File: src/design/scrc_pkg.sv
package scrc_pkg;

  // input commands
  localparam logic [1:0] CMD_START = 2'd0;
  localparam logic [1:0] CMD_BYTE  = 2'd1;
  localparam logic [1:0] CMD_FAULT = 2'd2;
  localparam logic [1:0] CMD_NOP   = 2'd3;

  localparam logic [1:0] FAULT_TIMEOUT = 2'd0;

  // handshake phases
  localparam logic [2:0] PH_IDLE   = 3'd0;
  localparam logic [2:0] PH_METHOD = 3'd1;
  localparam logic [2:0] PH_AUTH   = 3'd2;
  localparam logic [2:0] PH_HEADER = 3'd3;
  localparam logic [2:0] PH_DLEN   = 3'd4;
  localparam logic [2:0] PH_ADDR   = 3'd5;
  localparam logic [2:0] PH_PORT   = 3'd6;
  localparam logic [2:0] PH_DONE   = 3'd7;

  // reported status
  localparam logic [2:0] ST_WAIT    = 3'd0;
  localparam logic [2:0] ST_AUTH    = 3'd1;
  localparam logic [2:0] ST_CONNECT = 3'd2;
  localparam logic [2:0] ST_OK      = 3'd3;
  localparam logic [2:0] ST_FAIL    = 3'd4;

  // error codes
  localparam logic [3:0] ERR_NONE        = 4'd0;
  localparam logic [3:0] ERR_GREET_RX    = 4'd1;
  localparam logic [3:0] ERR_GREET_VER   = 4'd2;
  localparam logic [3:0] ERR_BAD_METHOD  = 4'd3;
  localparam logic [3:0] ERR_AUTH_RX     = 4'd4;
  localparam logic [3:0] ERR_AUTH_REJECT = 4'd5;
  localparam logic [3:0] ERR_REPLY_TMO   = 4'd6;
  localparam logic [3:0] ERR_REPLY_RX    = 4'd7;
  localparam logic [3:0] ERR_REPLY_VER   = 4'd8;
  localparam logic [3:0] ERR_NOT_SUCC    = 4'd9;
  localparam logic [3:0] ERR_RSV_ATYP    = 4'd10;
  localparam logic [3:0] ERR_ADDR_RX     = 4'd11;

  // protocol bytes
  localparam logic [7:0] SOCKS_VER      = 8'h05;
  localparam logic [7:0] AUTH_VER       = 8'h01;
  localparam logic [7:0] METHOD_NONE    = 8'h00;
  localparam logic [7:0] METHOD_USERPW  = 8'h02;
  localparam logic [7:0] REP_SUCCEEDED  = 8'h00;
  localparam logic [7:0] AUTH_OK        = 8'h00;
  localparam logic [7:0] ATYP_IPV4      = 8'h01;
  localparam logic [7:0] ATYP_DOMAIN    = 8'h03;
  localparam logic [7:0] ATYP_IPV6      = 8'h04;
  localparam logic [7:0] IPV4_LEN       = 8'd4;
  localparam logic [7:0] IPV6_LEN       = 8'd16;

  typedef struct packed {
    logic [2:0]  phase;
    logic [1:0]  byte_index;
    logic [7:0]  skip_count;
    logic [23:0] header_hold;
    logic [2:0]  final_status;
    logic [3:0]  final_error;
  } state_t;

  typedef struct packed {
    logic [2:0] status;
    logic [3:0] error_code;
    logic [7:0] reply_code;
  } result_t;

  localparam state_t STATE_RESET = '{
    phase:        PH_IDLE,
    byte_index:   2'd0,
    skip_count:   8'd0,
    header_hold:  24'd0,
    final_status: ST_WAIT,
    final_error:  ERR_NONE
  };

endpackage

File: src/design/scrc_step.sv
// One handshake step: next state and result for one input word.
module scrc_step (
  input  scrc_pkg::state_t  st,
  input  logic              auth_offered,
  input  logic [1:0]        cmd,
  input  logic [7:0]        rx_byte,
  input  logic [1:0]        fault_kind,
  output scrc_pkg::state_t  st_nxt,
  output scrc_pkg::result_t res
);

  logic [2:0] emit_status;
  logic [7:0] skip_dec;

  assign skip_dec = st.skip_count - 8'd1;

  always_comb begin
    st_nxt      = st;
    emit_status = scrc_pkg::ST_WAIT;

    unique case (cmd)
      scrc_pkg::CMD_START: begin
        st_nxt       = scrc_pkg::STATE_RESET;
        st_nxt.phase = scrc_pkg::PH_METHOD;
      end
      scrc_pkg::CMD_BYTE: begin
        unique case (st.phase)
          scrc_pkg::PH_METHOD: begin
            if (st.byte_index == 2'd0) begin
              st_nxt.header_hold = {16'd0, rx_byte};
              st_nxt.byte_index  = 2'd1;
            end else if (st.header_hold[7:0] != scrc_pkg::SOCKS_VER) begin
              st_nxt.phase       = scrc_pkg::PH_DONE;
              st_nxt.final_status = scrc_pkg::ST_FAIL;
              st_nxt.final_error = scrc_pkg::ERR_GREET_VER;
            end else if (rx_byte == scrc_pkg::METHOD_USERPW && auth_offered) begin
              st_nxt.phase      = scrc_pkg::PH_AUTH;
              st_nxt.byte_index = 2'd0;
              emit_status       = scrc_pkg::ST_AUTH;
            end else if (rx_byte == scrc_pkg::METHOD_NONE) begin
              st_nxt.phase      = scrc_pkg::PH_HEADER;
              st_nxt.byte_index = 2'd0;
              emit_status       = scrc_pkg::ST_CONNECT;
            end else begin
              st_nxt.phase        = scrc_pkg::PH_DONE;
              st_nxt.final_status = scrc_pkg::ST_FAIL;
              st_nxt.final_error  = scrc_pkg::ERR_BAD_METHOD;
            end
          end
          scrc_pkg::PH_AUTH: begin
            if (st.byte_index == 2'd0) begin
              st_nxt.header_hold = {16'd0, rx_byte};
              st_nxt.byte_index  = 2'd1;
            end else if (st.header_hold[7:0] != scrc_pkg::AUTH_VER ||
                         rx_byte != scrc_pkg::AUTH_OK) begin
              st_nxt.phase        = scrc_pkg::PH_DONE;
              st_nxt.final_status = scrc_pkg::ST_FAIL;
              st_nxt.final_error  = scrc_pkg::ERR_AUTH_REJECT;
            end else begin
              st_nxt.phase      = scrc_pkg::PH_HEADER;
              st_nxt.byte_index = 2'd0;
              emit_status       = scrc_pkg::ST_CONNECT;
            end
          end
          scrc_pkg::PH_HEADER: begin
            priority if (st.byte_index == 2'd0) begin
              st_nxt.header_hold = {16'd0, rx_byte};
              st_nxt.byte_index  = 2'd1;
            end else if (st.byte_index == 2'd1) begin
              st_nxt.header_hold[15:8] = rx_byte;
              st_nxt.byte_index        = 2'd2;
            end else if (st.byte_index == 2'd2) begin
              st_nxt.header_hold[23:16] = rx_byte;
              st_nxt.byte_index         = 2'd3;
            end else if (st.header_hold[7:0] != scrc_pkg::SOCKS_VER) begin
              st_nxt.phase        = scrc_pkg::PH_DONE;
              st_nxt.final_status = scrc_pkg::ST_FAIL;
              st_nxt.final_error  = scrc_pkg::ERR_REPLY_VER;
            end else if (st.header_hold[15:8] != scrc_pkg::REP_SUCCEEDED) begin
              st_nxt.phase        = scrc_pkg::PH_DONE;
              st_nxt.final_status = scrc_pkg::ST_FAIL;
              st_nxt.final_error  = scrc_pkg::ERR_NOT_SUCC;
            end else if (st.header_hold[23:16] != 8'd0) begin
              st_nxt.phase        = scrc_pkg::PH_DONE;
              st_nxt.final_status = scrc_pkg::ST_FAIL;
              st_nxt.final_error  = scrc_pkg::ERR_RSV_ATYP;
            end else if (rx_byte == scrc_pkg::ATYP_IPV4 ||
                         rx_byte == scrc_pkg::ATYP_IPV6) begin
              st_nxt.phase      = scrc_pkg::PH_ADDR;
              st_nxt.byte_index = 2'd0;
              st_nxt.skip_count = (rx_byte == scrc_pkg::ATYP_IPV4) ?
                                  scrc_pkg::IPV4_LEN : scrc_pkg::IPV6_LEN;
            end else if (rx_byte == scrc_pkg::ATYP_DOMAIN) begin
              st_nxt.phase      = scrc_pkg::PH_DLEN;
              st_nxt.byte_index = 2'd0;
            end else begin
              st_nxt.phase        = scrc_pkg::PH_DONE;
              st_nxt.final_status = scrc_pkg::ST_FAIL;
              st_nxt.final_error  = scrc_pkg::ERR_RSV_ATYP;
            end
          end
          scrc_pkg::PH_DLEN: begin
            st_nxt.skip_count = rx_byte;
            st_nxt.byte_index = 2'd0;
            st_nxt.phase      = (rx_byte == 8'd0) ? scrc_pkg::PH_PORT : scrc_pkg::PH_ADDR;
          end
          scrc_pkg::PH_ADDR: begin
            st_nxt.skip_count = skip_dec;
            if (skip_dec == 8'd0) begin
              st_nxt.phase      = scrc_pkg::PH_PORT;
              st_nxt.byte_index = 2'd0;
            end
          end
          scrc_pkg::PH_PORT: begin
            if (st.byte_index == 2'd0) begin
              st_nxt.byte_index = 2'd1;
            end else begin
              st_nxt.phase        = scrc_pkg::PH_DONE;
              st_nxt.final_status = scrc_pkg::ST_OK;
              st_nxt.final_error  = scrc_pkg::ERR_NONE;
            end
          end
          default: begin
            // idle or done: byte ignored
          end
        endcase
      end
      scrc_pkg::CMD_FAULT: begin
        unique case (st.phase)
          scrc_pkg::PH_METHOD: begin
            st_nxt.phase        = scrc_pkg::PH_DONE;
            st_nxt.final_status = scrc_pkg::ST_FAIL;
            st_nxt.final_error  = scrc_pkg::ERR_GREET_RX;
          end
          scrc_pkg::PH_AUTH: begin
            st_nxt.phase        = scrc_pkg::PH_DONE;
            st_nxt.final_status = scrc_pkg::ST_FAIL;
            st_nxt.final_error  = scrc_pkg::ERR_AUTH_RX;
          end
          scrc_pkg::PH_HEADER: begin
            st_nxt.phase        = scrc_pkg::PH_DONE;
            st_nxt.final_status = scrc_pkg::ST_FAIL;
            st_nxt.final_error  = (fault_kind == scrc_pkg::FAULT_TIMEOUT) ?
                                  scrc_pkg::ERR_REPLY_TMO : scrc_pkg::ERR_REPLY_RX;
          end
          scrc_pkg::PH_DLEN, scrc_pkg::PH_ADDR, scrc_pkg::PH_PORT: begin
            st_nxt.phase        = scrc_pkg::PH_DONE;
            st_nxt.final_status = scrc_pkg::ST_FAIL;
            st_nxt.final_error  = scrc_pkg::ERR_ADDR_RX;
          end
          default: begin
            // idle or done: fault ignored
          end
        endcase
      end
      scrc_pkg::CMD_NOP: begin
      end
      default: begin
      end
    endcase
  end

  // done phase echoes the outcome; otherwise report the step's own status
  always_comb begin
    if (st_nxt.phase == scrc_pkg::PH_DONE) begin
      res.status     = st_nxt.final_status;
      res.error_code = st_nxt.final_error;
      res.reply_code = (st_nxt.final_error == scrc_pkg::ERR_NOT_SUCC) ?
                       st_nxt.header_hold[15:8] : 8'd0;
    end else begin
      res.status     = emit_status;
      res.error_code = scrc_pkg::ERR_NONE;
      res.reply_code = 8'd0;
    end
  end

endmodule

File: config.mk
export PLATFORM = sky130hd
export DESIGN_NAME = scrc_step
export DESIGN_NICKNAME = d
export VERILOG_FILES = /design/src/design/scrc_pkg.sv /design/src/design/scrc_step.sv
export SDC_FILE = /design/constraint.sdc
export NUM_CORES = 1
export LEC_CHECK = 0
export BUFFER_PORTS_ARGS = -buffer_cell sky130_fd_sc_hd__buf_4
export CORE_MARGIN = 2
export CORE_UTILIZATION = 33
export DETAILED_ROUTE_END_ITERATION = 8
export MAX_ROUTING_LAYER = met4
export PLACE_DENSITY = 0.72
export SLEW_MARGIN = 20
export SYNTH_ARGS = -nofsm -noshare
export SYNTH_HDL_FRONTEND = slang
export SYNTH_SLANG_ARGS = --single-unit
File: constraint.sdc
create_clock -name vclk -period 6.22
set_input_delay 0.933 -clock vclk [all_inputs]
set_output_delay 0.933 -clock vclk [all_outputs]
set_load 0.03 [all_outputs]
# After elaboration in Yosys (flattened, before gate mapping)
# Index checks and enable logic that the tools add are counted.
[op_classes] addsub=1 n_eq_ne=18 muxes=75 n_reduce_logical=14
[ops] cell="$mux 7" count=15
[ops] cell="$pmux 34 s2" count=1
[ops] cell="$mux 8" count=7
[ops] cell="$pmux 7 s4" count=2
[ops] cell="$pmux 24 s2" count=1
[ops] cell="$mux 3" count=13
[ops] cell="$mux 2" count=19
[ops] cell="$mux 16" count=2
[ops] cell="$mux 10" count=3
[ops] cell="$pmux 5 s6" count=1
[ops] cell="$mux 24" count=1
[ops] cell="$pmux 8 s3" count=1
[ops] cell="$reduce_bool 8->1" count=3
[ops] cell="$pmux 7 s3" count=1
[ops] cell="$mux 5" count=4
[ops] cell="$eq 8x2->1 const B" count=2
[ops] cell="$logic_not 8->1" count=2
[ops] cell="$mux 15" count=1
[ops] cell="$eq 3x3->1 const B" count=4
[ops] cell="$pmux 3 s3" count=1
[ops] cell="$eq 8x1->1 const B" count=1
[ops] cell="$eq 8x3->1 const B" count=1
[ops] cell="$ne 8x1->1 const B" count=1
[ops] cell="$ne 8x3->1 const B" count=1
[ops] cell="14 further kinds" count=20
[word_totals] regBits=0 inputBits=57 output_inout_bits=59 elab_cells=108

# Depth between registers and ports, before layout
# Gate-level depths: netlist of the first run.
[depth] word_depth=14 ltp_mapped=10 mapped_depth_nobuf=10

# Worst setup path before layout of the first run
# OpenSTA, ideal clock, no wires.
[synth_path] path_kind="input to output" from="in st[32] (netlist name)" to="out res[13] (netlist name)" arrival_ns=3.767 required_ns=5.287 slack_ns=1.520 path_stages=9 cell_sequence="inv_1 -> ha_1 -> nor3b_1 -> nor3b_1 -> nor4_1 -> o21a_1 -> a31oi_1 -> nand2_1 -> o31ai_1"
[synth_rtl] item="from (decl)" line_no="scrc_step.sv:3" source="input scrc_pkg::state_t st,"
[synth_rtl] item="to (decl)" line_no="scrc_step.sv:9" source="output scrc_pkg::result_t res"

==> qor.csv, run 1 <==
stage,metric,value,unit
route,"wirelength, routed",9420,µm
power,combinational share of power,100.0,%
route,Initial DRT Pass Iterations,6,
timing,part of the cycle the worst path needs,72.4,%
synthesis,cell count after synthesis,349,
worst_setup_path,launching element type of the critical path,input port,
finish,number of nets in the layout,501,
synthesis,Mean Syn Cell Area,6.14,µm²
placement,worst slack after detailed placement,1.71,ns
synthesis,post-synth cell types,67,
timing,pins over their slew limit,0,
timing,fin worst setup slack,1.71,ns
synthesis,Syn Std Cell Area,0.00214,mm²
worst_hold_path,startpoint of the tightest hold check path,st[25],
synthesis,Post-Synth XOR/XNOR Area,2.04,%
finish,antenna diode count,0,
worst_hold_path,Cells on Worst Hold Path,3,
die,die height,84.6,µm
synthesis,"post-synthesis share of cell area spent on full adders, half adders and majority gates",1.17,%
power,cell-internal power,0.103,mW
synthesis,top cells by area in the synthesized netlist,"a22o_1 (12%), nor2_1 (8.4%), o21ai_0 (6.3%)",
power,PnR Total Power,0.269,mW
worst_hold_path,Min-Delay Path Class,input port to output port,
synthesis,number of warnings reported in the yosys synthesis log,0,
power,switching power of the nets,0.166,mW
finish,number of flip-flops and latches,0,
synthesis,share of the synthesized area in compound gates (AO/OA/AOI/OAI),46.6,%
power,largest voltage drop on the vdd net,47.5,µV
worst_setup_path,WS Path Type,input port to output port,
power,PwrDens,89.8,mW/mm²
placement,final weighted congestion in routability-driven placement,1.01,
grt,first-pass GRT wire length,14700,µm
worst_setup_path,arrival time at the worst endpoint,3.57,ns
route,average routed wire per standard cell,18.2,µm
clock_tree,Setup Buffers After CTS,0,
timing,setup repair after global routing missed its margin,no,
outcome,outcome,finished clean,
grt,number of global-route vias before repair,2954,
route,DR iter-0 viols,458,
worst_setup_path,critical path data required time,5.29,ns
route,detailed-route DRC error count,0,
worst_setup_path,sort of element at the end of the critical path,output port,
die,number of I/O pins,116,
finish,synth-to-layout area growth,40.1,%
grt,Overall Global Routing Usage,25.0,%
clock_tree,PostCTS Resize Cnt,0,
synthesis,cell accounting for the most synthesized area,a22o_1,
finish,count of clock-net buffers in the final layout,0,
synthesis,register area share after synthesis,0,%
timing,worst hold slack,2.21,ns
worst_setup_path,launch point of the critical path,st[32],
worst_setup_path,largest fanout of any net on the critical path,6,
synthesis,commonest cells in the synthesized netlist,"nor2_1 (48), a22o_1 (30), nand2_1 (27), o21ai_0 (27), a21oi_1 (26)",
synthesis,share of cell area taken by muxes after synthesis,0.935,%
die,die area,0.00715,mm²
timing,Worst Max-Slew Pin Slew,0.681,ns
run,Maximum Capacitance Violations,0,
timing,Sum Neg Setup Slack,0,ns
synthesis,most common cell in the netlist,nor2_1,
finish,share of post-route cells with drive strength above 1,30.7,%
synthesis,synthesized netlist net count,408,
synthesis,"share of synthesized cell area in and, or, nand and nor gates",41.8,%
power,Net Sw Frac,61.7,%
die,number of placement rows,29,
timing,highest achievable clock rate,0.222,GHz
die,starting density of the core,33.9,%
synthesis,dominant combinational cell family by area after synthesis,compound AO/OA/AOI/OAI gates,
die,CORE AREA,0.00631,mm²
placement,placed wire-length estimate after detailed placement,7300,µm
synthesis,area share of the largest cell type after synthesis,12.3,%
placement,number of input and output port buffers inserted,116,
grt,antenna violations before repair,0,
finish,area of all sequential standard cells,0,µm²
timing,number of endpoints failing setup at the final stage,0,
timing,Final Hold Violating Endpoints,0,
clock_tree,hold buffer count at CTS,0,
worst_hold_path,WHS Endpoint,st_nxt[25],
timing,final critical path time including I/O delays and setup,4.51,ns
route,vias per inst,6.31,
finish,final core occ,47.5,%
route,count of nets left with antenna violations after detail routing,0,
route,Via Count,3262,
die,Die X-Extent,84.6,µm
power,sequential share of power,0,%
power,P_leak,1.29,nW
grt,maximum number of pins on one net before global-route repair,39,
power,clock group share of total power,0,%
grt,grt total ovfl,0,
timing,relative max-transition margin,54.2,%
[per-layer routing]
metal  vias up  GRT usage, %  share of wire (%)
met3        20          1.18                8.2
met2       189          39.5                 47
met5         -             -                  0
li1       1536             -                  -
met1      1517          35.1                 43
met4         0          5.77                1.9
[layout make-up]
cell class | instances | area, µm²
fill | 679 | 3310
multi-input combinational | 310 | 1980
timing repair buffer | 116 | 871
tap | 77 | 96.3
inverter | 14 | 52.6
[cell families after synthesis]
group	after synthesis
xor+xnor	5
simple gates	163
fa+ha+maj	2
buf+inv	39
compound gates	138
mux	2
[metrics by stage]
step | cell area (µm²) | instances
5_1_grt | 3000 | 517
3_5_place_dp | 3000 | 517
6_report | 3000 | 517
3_3_place_gp | 3000 | 517
4_1_cts | 3000 | 517
2_1_floorplan | 2140 | 349
[power by group through the flow]
| stage | combinational, mW | clock, mW | sequential, mW |
|---|---|---|---|
| floorplan | 0.162 | 0 | 0 |
| global placement | 0.264 | 0 | 0 |
| detailed placement | 0.266 | 0 | 0 |
| CTS | 0.266 | 0 | 0 |
| global route | 0.286 | 0 | 0 |
| finish | 0.269 | 0 | 0 |
[how the worst max path moves through the flow]
stage	endpoint	cells after the start	slack (ns)
2_1_floorplan	res[13]	9	1.52
3_3_place_gp	res[2]	12	1.72
3_5_place_dp	res[4]	12	1.71
4_1_cts	res[4]	12	1.71
5_1_grt	res[4]	12	1.45
6_report	res[4]	12	1.71
[cell usage in the layout (no fill, tap or decap), types with 5 or more instances in the layout]
| cell type | Yosys | layout |
|---|---|---|
| buf_4 | 0 | 116 |
| nor2_1 | 48 | 48 |
| a22o_1 | 30 | 30 |
| nand2_1 | 27 | 27 |
| o21ai_0 | 27 | 27 |
| a21oi_1 | 26 | 26 |
| inv_1 | 13 | 13 |
| nor3_1 | 11 | 11 |
| nor4_1 | 10 | 10 |
| nor2b_1 | 8 | 8 |
| nand4_1 | 8 | 8 |
| nand2b_1 | 7 | 7 |
| o31ai_1 | 7 | 7 |
| nand3_1 | 6 | 6 |
| or4_1 | 5 | 5 |
| xnor2_1 | 5 | 5 |
| or3_1 | 5 | 5 |
| o22ai_1 | 5 | 5 |
| a211oi_1 | 5 | 5 |
| o211ai_1 | 5 | 5 |
[critical path, cell delays in order]
cell and delay, ns:
buf_4 0.13, inv_1 0.07, ha_1 0.17, nor3b_1 0.38
a21boi_0 0.24, nor4_1 0.41, a211oi_2 0.13, nor3_1 0.40
nand3_2 0.22, inv_2 0.13, and4b_1 0.20, buf_4 0.16
No activity file was read; power rests on OpenSTA's default activity.
==> run 2: changes to the inputs <==
Settings changed: PLACE_DENSITY 0.72 to 0.74.
Clock period 6.22 ns to 4.1 ns, I/O delays scaled along.
==> run 2 against run 1 <==
Against the previous run:
- via count is 1.3% higher
- final cell count increased by 1.4%
- critical path depth unchanged
- routed wire length increased by 4.5%
- critical endpoint is now res[2]
==> qor.csv, run 2 (synthesized netlist as in run 1, its figures left out) <==
stage,metric,value,unit
die,starting density of the core,33.9,%
clock_tree,hold buffer count at CTS,0,
placement,number of input and output port buffers inserted,116,
run,Maximum Capacitance Violations,0,
finish,most frequent cells in the layout,"buf_4 (123), nor2_1 (48), a22o_1 (30)",
route,detailed-route DRC error count,0,
power,sequential share of power,0,%
power,cell-internal power,0.159,mW
timing,part of the cycle the worst path needs,94.4,%
die,die height,84.6,µm
timing,relative max-transition margin,59.9,%
finish,number of nets in the layout,508,
die,Die X-Extent,84.6,µm
grt,Overall Global Routing Usage,26.5,%
power,combinational share of power,100.0,%
worst_setup_path,"critical path, cell by cell",buf_4 > inv_1 > ha_1 > nor3b_1 > a21boi_0 > nor4_1 > a211oi_2 > nor3_1 > nand3_2 > inv_2 > and4b_1 > buf_4,
finish,count of clock-net buffers in the final layout,0,
timing,number of endpoints failing setup at the final stage,0,
route,count of nets left with antenna violations after detail routing,0,
die,die area,0.00715,mm²
worst_setup_path,WS Path Type,input port to output port,
route,Initial DRT Pass Iterations,5,
finish,synth-to-layout area growth,42.5,%
timing,worst hold slack,1.58,ns
placement,final weighted congestion in routability-driven placement,1.02,
worst_setup_path,launching element type of the critical path,input port,
grt,antenna violations before repair,0,
route,average routed wire per standard cell,18.8,µm
worst_hold_path,Min-Delay Path Class,input port to output port,
placement,worst slack after detailed placement,0.219,ns
placement,placed inst area,0.00305,mm²
finish,post-route cell area,0.00305,mm²
power,clock group share of total power,0,%
placement,placed wire-length estimate after detailed placement,7660,µm
timing,setup repair after global routing missed its margin,no,
timing,Worst Max-Slew Pin Slew,0.601,ns
power,largest voltage drop on the vdd net,76.3,µV
power,Net Sw Frac,61.5,%
die,CORE AREA,0.00631,mm²
power,P_leak,1.33,nW
grt,first-pass GRT wire length,15400,µm
clock_tree,PostCTS Resize Cnt,0,
route,vias per inst,6.30,
power,PnR Total Power,0.413,mW
timing,fin worst setup slack,0.228,ns
clock_tree,Setup Buffers After CTS,0,
finish,final core occ,48.4,%
die,number of placement rows,29,
worst_setup_path,largest fanout of any net on the critical path,6,
finish,"most common cell after layout, fill and taps aside",buf_4,
timing,final critical path time including I/O delays and setup,3.87,ns
worst_setup_path,arrival time at the worst endpoint,3.26,ns
route,DR iter-0 viols,254,
grt,maximum number of pins on one net before global-route repair,35,
route,"wirelength, routed",9840,µm
finish,"Cell Count, Final, Fillers Out",524,
finish,area of all sequential standard cells,0,µm²
worst_setup_path,largest stage delay on the critical path,0.43,ns
die,number of I/O pins,116,
grt,grt total ovfl,0,
timing,pins over their slew limit,0,
timing,Sum Neg Setup Slack,0,ns
route,Via Count,3303,
worst_setup_path,critical path data required time,3.48,ns
power,switching power of the nets,0.254,mW
worst_setup_path,sort of element at the end of the critical path,output port,
finish,number of flip-flops and latches,0,
timing,Final Hold Violating Endpoints,0,
placement,post-placement cell count,524,
timing,highest achievable clock rate,0.258,GHz
finish,antenna diode count,0,
finish,share of post-route cells with drive strength above 1,31.8,%
finish,count of fill cells added during filler insertion,672,
worst_setup_path,most numerous cell on the critical path,buf_4,
worst_setup_path,cell with the largest stage delay on the worst path,nor3b_1,
outcome,outcome,finished clean,
grt,number of global-route vias before repair,3112,
power,PwrDens,135,mW/mm²
==> run 2: cell types whose count changed in the layout (fill, tap and decap cells not counted) <==
cell / before / now
buf_4: 116 / 123
==> run 2: power by group through the flow <==
stage          clock network, mW  logic (mW)  registers, mW
2_1_floorplan                  0       0.245              0
3_3_place_gp                   0       0.406              0
3_5_place_dp                   0       0.408              0
4_1_cts                        0       0.410              0
5_1_grt                        0       0.440              0
6_report                       0       0.413              0
==> run 2: path summary, 6_finish.rpt <==
check / start / to / cells after the start
setup / recovery: st[32] / res[2] / 12
hold / removal: st[27] / st_nxt[27] / 3
==> run 2: area by class of cell <==
| class | count | area (µm²) | share of cell area (%) |
|---|---|---|---|
| multi-input combinational | 310 | 1980 | 64.9 |
| timing repair buffer | 123 | 923 | 30.2 |
| tap | 77 | 96.3 | 3.16 |
| inverter | 14 | 52.6 | 1.72 |
==> run 2: layer usage <==
layer / up-vias / GRT usage (%) / share of wire, % / wire (µm)
met2: 191 / 44.7 / 48 / 4680
met5: - / - / 0 / 0
met4: 0 / 5.48 / 2.7 / 266
met1: 1544 / 34.4 / 42 / 4100
met3: 22 / 2.36 / 8.0 / 788
li1: 1546 / - / - / -
==> run 2: worst max-delay path: cells and delay by family <==
family	cells	cell delay, ns
compound gates	2	0.36
simple gates	5	1.62
buf+inv	4	0.49
fa+ha+maj	1	0.17
==> run 3: changes to the inputs <==
Settings changed: PLACE_DENSITY 0.74 to 0.72, REMOVE_ABC_BUFFERS set to 1.
Clock period 4.1 ns to 4.8 ns, I/O delays scaled along.
==> run 3 against run 2 <==
Against the previous run:
- combinational power shrank 15%
- sequential share of layout area unchanged
- core utilization down 0.59 points
- via count down 2.2%
- largest cell class unchanged
- power fell by 15%
- critical path type unchanged
==> qor.csv, run 3 (synthesized netlist as in run 1, its figures left out) <==
stage,metric,value,unit
outcome,outcome,finished clean,
timing,Sum Neg Setup Slack,0,ns
timing,part of the cycle the worst path needs,84.4,%
grt,number of global-route vias before repair,3063,
die,starting density of the core,33.9,%
finish,number of flip-flops and latches,0,
die,CORE AREA,0.00631,mm²
power,largest voltage drop on the vdd net,63.5,µV
grt,first-pass GRT wire length,15300,µm
route,DR iter-0 viols,301,
route,detailed-route DRC error count,0,
placement,worst slack after detailed placement,0.767,ns
grt,Overall Global Routing Usage,26.3,%
route,average routed wire per standard cell,18.5,µm
worst_setup_path,sort of element at the end of the critical path,output port,
worst_setup_path,most numerous cell on the critical path,buf_4,
worst_setup_path,cell with the largest stage delay on the worst path,nor3b_1,
timing,worst hold slack,1.79,ns
finish,final core occ,47.8,%
route,"wirelength, routed",9590,µm
grt,maximum number of pins on one net before global-route repair,39,
grt,antenna violations before repair,0,
die,die area,0.00715,mm²
worst_setup_path,largest fanout of any net on the critical path,6,
timing,relative max-transition margin,45.4,%
timing,final critical path time including I/O delays and setup,4.05,ns
worst_setup_path,critical path data required time,4.08,ns
clock_tree,PostCTS Resize Cnt,0,
worst_setup_path,cell family with the largest share of critical-path delay,simple AND/OR/NAND/NOR gates,
worst_hold_path,startpoint of the tightest hold check path,st[26],
finish,count of clock-net buffers in the final layout,0,
worst_hold_path,WHS Endpoint,st_nxt[26],
finish,synth-to-layout area growth,40.8,%
timing,setup repair after global routing missed its margin,no,
finish,share of post-route cells with drive strength above 1,31.0,%
route,Initial DRT Pass Iterations,5,
placement,number of input and output port buffers inserted,116,
power,PnR Total Power,0.350,mW
clock_tree,Setup Buffers After CTS,0,
timing,Final Hold Violating Endpoints,0,
timing,highest achievable clock rate,0.247,GHz
run,Maximum Capacitance Violations,0,
finish,number of nets in the layout,503,
finish,most frequent cells in the layout,"buf_4 (118), nor2_1 (48), a22o_1 (30)",
worst_hold_path,Cells on Worst Hold Path,3,
die,Die X-Extent,84.6,µm
timing,pins over their slew limit,0,
placement,final weighted congestion in routability-driven placement,0.948,
clock_tree,hold buffer count at CTS,0,
placement,placed inst area,0.00302,mm²
finish,antenna diode count,0,
finish,"Cell Count, Final, Fillers Out",519,
worst_setup_path,launching element type of the critical path,input port,
finish,post-route cell area,0.00302,mm²
placement,post-placement cell count,519,
finish,"most common cell after layout, fill and taps aside",buf_4,
worst_setup_path,buffer and inverter count on the worst path,4,
worst_setup_path,WS Path Type,input port to output port,
worst_hold_path,Min-Delay Path Class,input port to output port,
worst_setup_path,arrival time at the worst endpoint,3.33,ns
timing,number of endpoints failing setup at the final stage,0,
timing,fin worst setup slack,0.750,ns
finish,area of all sequential standard cells,0,µm²
worst_setup_path,largest stage delay on the critical path,0.42,ns
placement,placed wire-length estimate after detailed placement,7430,µm
route,Via Count,3230,
die,number of placement rows,29,
power,P_leak,1.30,nW
grt,grt total ovfl,0,
route,vias per inst,6.22,
die,die height,84.6,µm
route,count of nets left with antenna violations after detail routing,0,
power,PwrDens,116,mW/mm²
finish,count of fill cells added during filler insertion,683,
timing,Worst Max-Slew Pin Slew,0.812,ns
worst_setup_path,"critical path, cell by cell",buf_4 > inv_1 > ha_1 > nor3b_1 > a21boi_0 > nor4_1 > a211oi_2 > nor3_1 > nand3_2 > inv_2 > and4b_1 > buf_4,
die,number of I/O pins,116,
run 3: layout make-up:
class	count	area (µm²)	area share (%)
well taps	77	96.3	3.20
multi-input cells	310	1980	65.7
repair buffers	118	886	29.4
inverters	14	52.6	1.74
run 3: worst max path at each step:
stage / depth (start not counted) / to / slack [ns] / start
floorplan: 9 / res[13] / 0.53 / st[32]
global placement: 12 / res[1] / 0.88 / st[32]
detailed placement: 12 / res[2] / 0.77 / st[32]
CTS: 12 / res[2] / 0.77 / st[32]
global route: 12 / res[2] / 0.48 / st[31]
finish: 12 / res[2] / 0.75 / st[32]
run 3: where the power goes:
group | internal [mW] | switching [mW]
clock | 0 | 0
sequential | 0 | 0
combinational | 0.135 | 0.215
total | 0.135 | 0.215
run 3: layer usage:
layer  track usage, %  vias to the layer above  part of all wire (%)
li1                 -                     1530                     -
met1             36.9                     1499                    44
met2             41.8                      187                    46
met3             2.26                       14                   8.2
met4             4.04                        0                   1.4
met5                -                        -                     0
